--- config.mk ---
export PLATFORM = sky130hd
export DESIGN_NAME = lcttl_order
export DESIGN_NICKNAME = d
export VERILOG_FILES = /design/src/design/lcttl_order.sv
export SDC_FILE = /design/constraint.sdc
export NUM_CORES = 1
export LEC_CHECK = 0
export BUFFER_PORTS_ARGS = -buffer_cell sky130_fd_sc_hd__buf_4
export CAP_MARGIN = 20
export CORE_MARGIN = 2
export CORE_UTILIZATION = 35
export CTS_BUF_LIST = sky130_fd_sc_hd__clkbuf_4
export CTS_CLUSTER_DIAMETER = 100
export DETAILED_ROUTE_END_ITERATION = 12
export MAX_ROUTING_LAYER = met4
export PLACE_DENSITY = 0.51
export SYNTH_ARGS = -nofsm -noshare
export SYNTH_HDL_FRONTEND = slang
export SYNTH_SLANG_ARGS = --single-unit
--- constraint.sdc ---
create_clock -name i_clk -period 1.4 [get_ports i_clk]
set_input_delay 0.28 -clock i_clk [delete_from_list [all_inputs] [get_ports i_clk]]
set_output_delay 0.28 -clock i_clk [all_outputs]
set_load 0.1 [all_outputs]
--- src/design/lcttl_order.sv ---
// recency order matrix: tracks which slot was used more recently than which
// and picks the least recently used live slot; uses no package items
module lcttl_order #(
    parameter int ENTRIES = 16
) (
    input  logic               i_clk,
    input  logic [ENTRIES-1:0] i_live,
    input  logic [ENTRIES-1:0] i_touch,
    output logic [ENTRIES-1:0] o_lru
);

    // r_newer[i][j] set: slot i was used after slot j
    logic [ENTRIES-1:0] r_newer [ENTRIES];

    always_ff @(posedge i_clk) begin
        for (int i = 0; i < ENTRIES; i++) begin
            for (int j = 0; j < ENTRIES; j++) begin
                if (i_touch[i]) begin
                    r_newer[i][j] <= (i != j);
                end else if (i_touch[j]) begin
                    r_newer[i][j] <= 1'b0;
                end
            end
        end
    end

    // the oldest live slot is newer than no other live slot
    always_comb begin
        for (int i = 0; i < ENTRIES; i++) begin
            o_lru[i] = i_live[i] && ((r_newer[i] & i_live) == '0);
        end
    end

endmodule
==> metrics.md <==
| Metric | Value |
|---|---|
| Status | `finished with violations` |
| Failing checks | `negative setup slack` |
| Remaining antenna violation count after routing | `0` |
| Grt met3 use | `0.0330` |
| Die Width | `184 um` |
| Cell Pwr Density | `1260 nW/um2` |
| Die area | `34,000 um2` |
| Final Worst Setup Slack | `-0.995 ns` |
| Core area | `between 30,000 and 40,000 um2` |
| Clk buf depth | `3` |
| Seq/Total Area, Yosys | `0.631` |
| P_leak | `roughly 4.7 nW` |
| Post-DR vias/cell | `4.80` |
| Area leader, netlist | `edfxtp_1` |
| CP Class | `reg2out` |
| Number of fill cells in the layout | `3,097` |
| Initial DRC Count | `442` |
| Worst setup EP type | `output port` |
| Register bit total from synthesis | `240` |
| Non-filler cells, final | `1,447` |
| Post-synth top area share | `0.630` |
| Register with the most flip-flops | `r_newer` |
| Clock transition at path regs | `0.07 ns` |
| Slew Limit Headroom | `0.690` |
| Buffers on Ports | `48` |
| Max reg flops | `240` |
| GRT Overall Usage | `0.183` |
| Yosys warns | `0` |
| Worst Tran Pin Value | `0.464 ns` |
| Starting Density | `0.353` |
| RSZ-0062 raised after global routing | `yes` |
| I/O pins | `about 50` |
| Minimum period implied by the final worst setup slack | `around 2.4 ns` |
| Post-Syn Nets | `approximately 940` |
| Detailed Route WL | `29,400 um` |
| Dpl cells | `1,331` |
| Hold/Removal Path Class | `in2reg` |
| Cell Rows | `66` |
| CTS tree | `done` |
| Hpwl dp | `18,800 um` |
| Largest net degree at the start of global routing | `46` |
| Placed cell areas | `between 10,000 and 15,000 um2` |
| Maxcap violations | `0` |
| Regs by FF count | `r_newer (240)` |
| Post-synth cell types | `15` |
| Synth area leaders | `edfxtp_1 (63%), nand2b_1 (12%), or2_2 (6.6%)` |
| Commonest cells after routing, fill and taps aside | `edfxtp_1 (239), nand2b_1 (224), or2_2 (120)` |
| CTS root buf | `clkbuf_4` |
| Inserted Clock Buffers | `between 60 and 70` |
| Finished layout cell area | `13,500 um2` |
| Synthesized area per cell | `roughly 13 um2` |
| Total number of vias | `roughly 7,000` |
| Htree depth | `2` |
| Busiest grt layer | `met2` |
| Clock skew | `0 ns` |
| Nets | `994` |
| Final hold viol count | `0` |
| Grt total ovfl | `0` |
| DRC | `0` |
| Vias in the first global route | `7,025` |
| Final Power | `approximately 17 mW` |
| Critical Path Source Type | `flop` |
| Worst vdd ir | `between 0.5 and 0.6 mV` |
| Share of cells above drive strength 1 | `0.409` |
| Met2 Use GR | `0.299` |
| Clock sink total | `240` |
| Wirelength per Cell | `20.3 um` |
| Most common cell after layout, fill and taps aside | `edfxtp_1` |
| DIE HEIGHT | `184 um` |
| Mapped Area | `between 10,000 and 15,000 um2` |
| # setup viols final | `16` |
| Max Freq | `0.418 GHz` |
| Initial antenna violation count | `1` |
| GP Congestion | `0.762` |
| Crit Path Max Fanout | `1` |
| Worst Path Arrival | `between 2 and 2.5 ns` |
| Drt first pass iters | `4` |
| Met1 Track Usage GR | `0.234` |
| First-pass GRT wire length | `approximately 44,000 um` |
| CP Data Required Time | `roughly 1.1 ns` |
| Max Slew Vio Count | `0` |
| Syn-to-layout area delta | `18.5%` |
| Worst-skew pair later-pin latency | `0.68 ns` |
| Post-synthesis cell count | `905` |
| Final period utilization | `1.71` |
## where the power goes
part | internal, mW | switching, mW | total [mW]
sequential | 8.64 | 0.290 | 8.93
clock | 3.36 | 2.85 | 6.21
combinational | 0.744 | 1.12 | 1.87
## layer usage
metal	part of all wire	vias up
li1	-	3325
met1	0.45	3447
met2	0.49	129
met3	0.037	41
met4	0.018	0
met5	0	-
## cell type report
type | instances | area [um2] | area share
repair buffers | 89 | 792 | 0.0587
inverters | 1 | 3.75 | 0.000278
clock buffers | 93 | 698 | 0.0517
clock inverters | 13 | 103 | 0.00760
well taps | 442 | 553 | 0.0410
diodes | 1 | 2.50 | 0.000185
flip-flops and latches | 240 | 7200 | 0.533
multi-input cells | 568 | 4150 | 0.308
## cells in the mapped netlist
cell type,instances
edfxtp_1,239
a22oi_1,91
buf_4,1
nand3_1,16
clkbuf_1,65
buf_2,12
nor4_2,16
nand2b_1,224
a21o_1,1
or2_2,120
nand2_1,79
inv_1,1
a22oi_2,21
buf_6,18
dfxtp_1,1
## path summary, 6_finish.rpt
kind | slack [ns] | startpoint | depth (start not counted) | endpoint
worst max register to register | 0.81 | r_newer[1][0] | 1 | r_newer[1][0]
worst min-delay path | 0.06 | i_touch[1] | 2 | r_newer[1][81]
worst max-delay path | -1.0 | r_newer[0][65] | 4 | o_lru[4]
worst min register to register | 0.49 | r_newer[1][0] | 1 | r_newer[1][0]
## stage by stage
step	util	setup WS [ns]	setup TNS (ns)	hold WS, ns
6_report	0.418	-0.995	-14.22	0.0577
5_1_grt	0.418	-1.09	-16.38	0.0124
3_5_place_dp	0.380	-0.601	-7.88	0.476
3_3_place_gp	0.380	-0.623	-7.97	0.466
2_1_floorplan	-	-0.760	-11.99	0.430
4_1_cts	0.414	-1.06	-15.72	0.00138
## timing repair
item / 4_1_cts / 5_1_grt
hold endpoints to repair: 69 / 0
setup buffers: 0 / 0
gates resized for setup: 59 / 28
hold buffers: 9 / 0
endpoints found under the setup margin: 16 / 16
pin swaps: 55 / 31
cloned: 0 / 0
## worst max-delay path, cell delays in order (launching register included)
cell	delay (ns)
edfxtp_1	0.46
a22oi_2	0.22
nand2_2	0.11
nor4_4	0.36
buf_6	0.28
## cell families (layout without fill, tap and decap cells)
logic type / count (synthesis) / after routing / share of synthesized area
buf+inv: 97 / 196 / 0.0454
other cells: 0 / 1 / 0
simple gates: 455 / 455 / 0.239
flops: 240 / 240 / 0.631
compound gates: 113 / 113 / 0.0837
(Power assumes the default switching activity.)
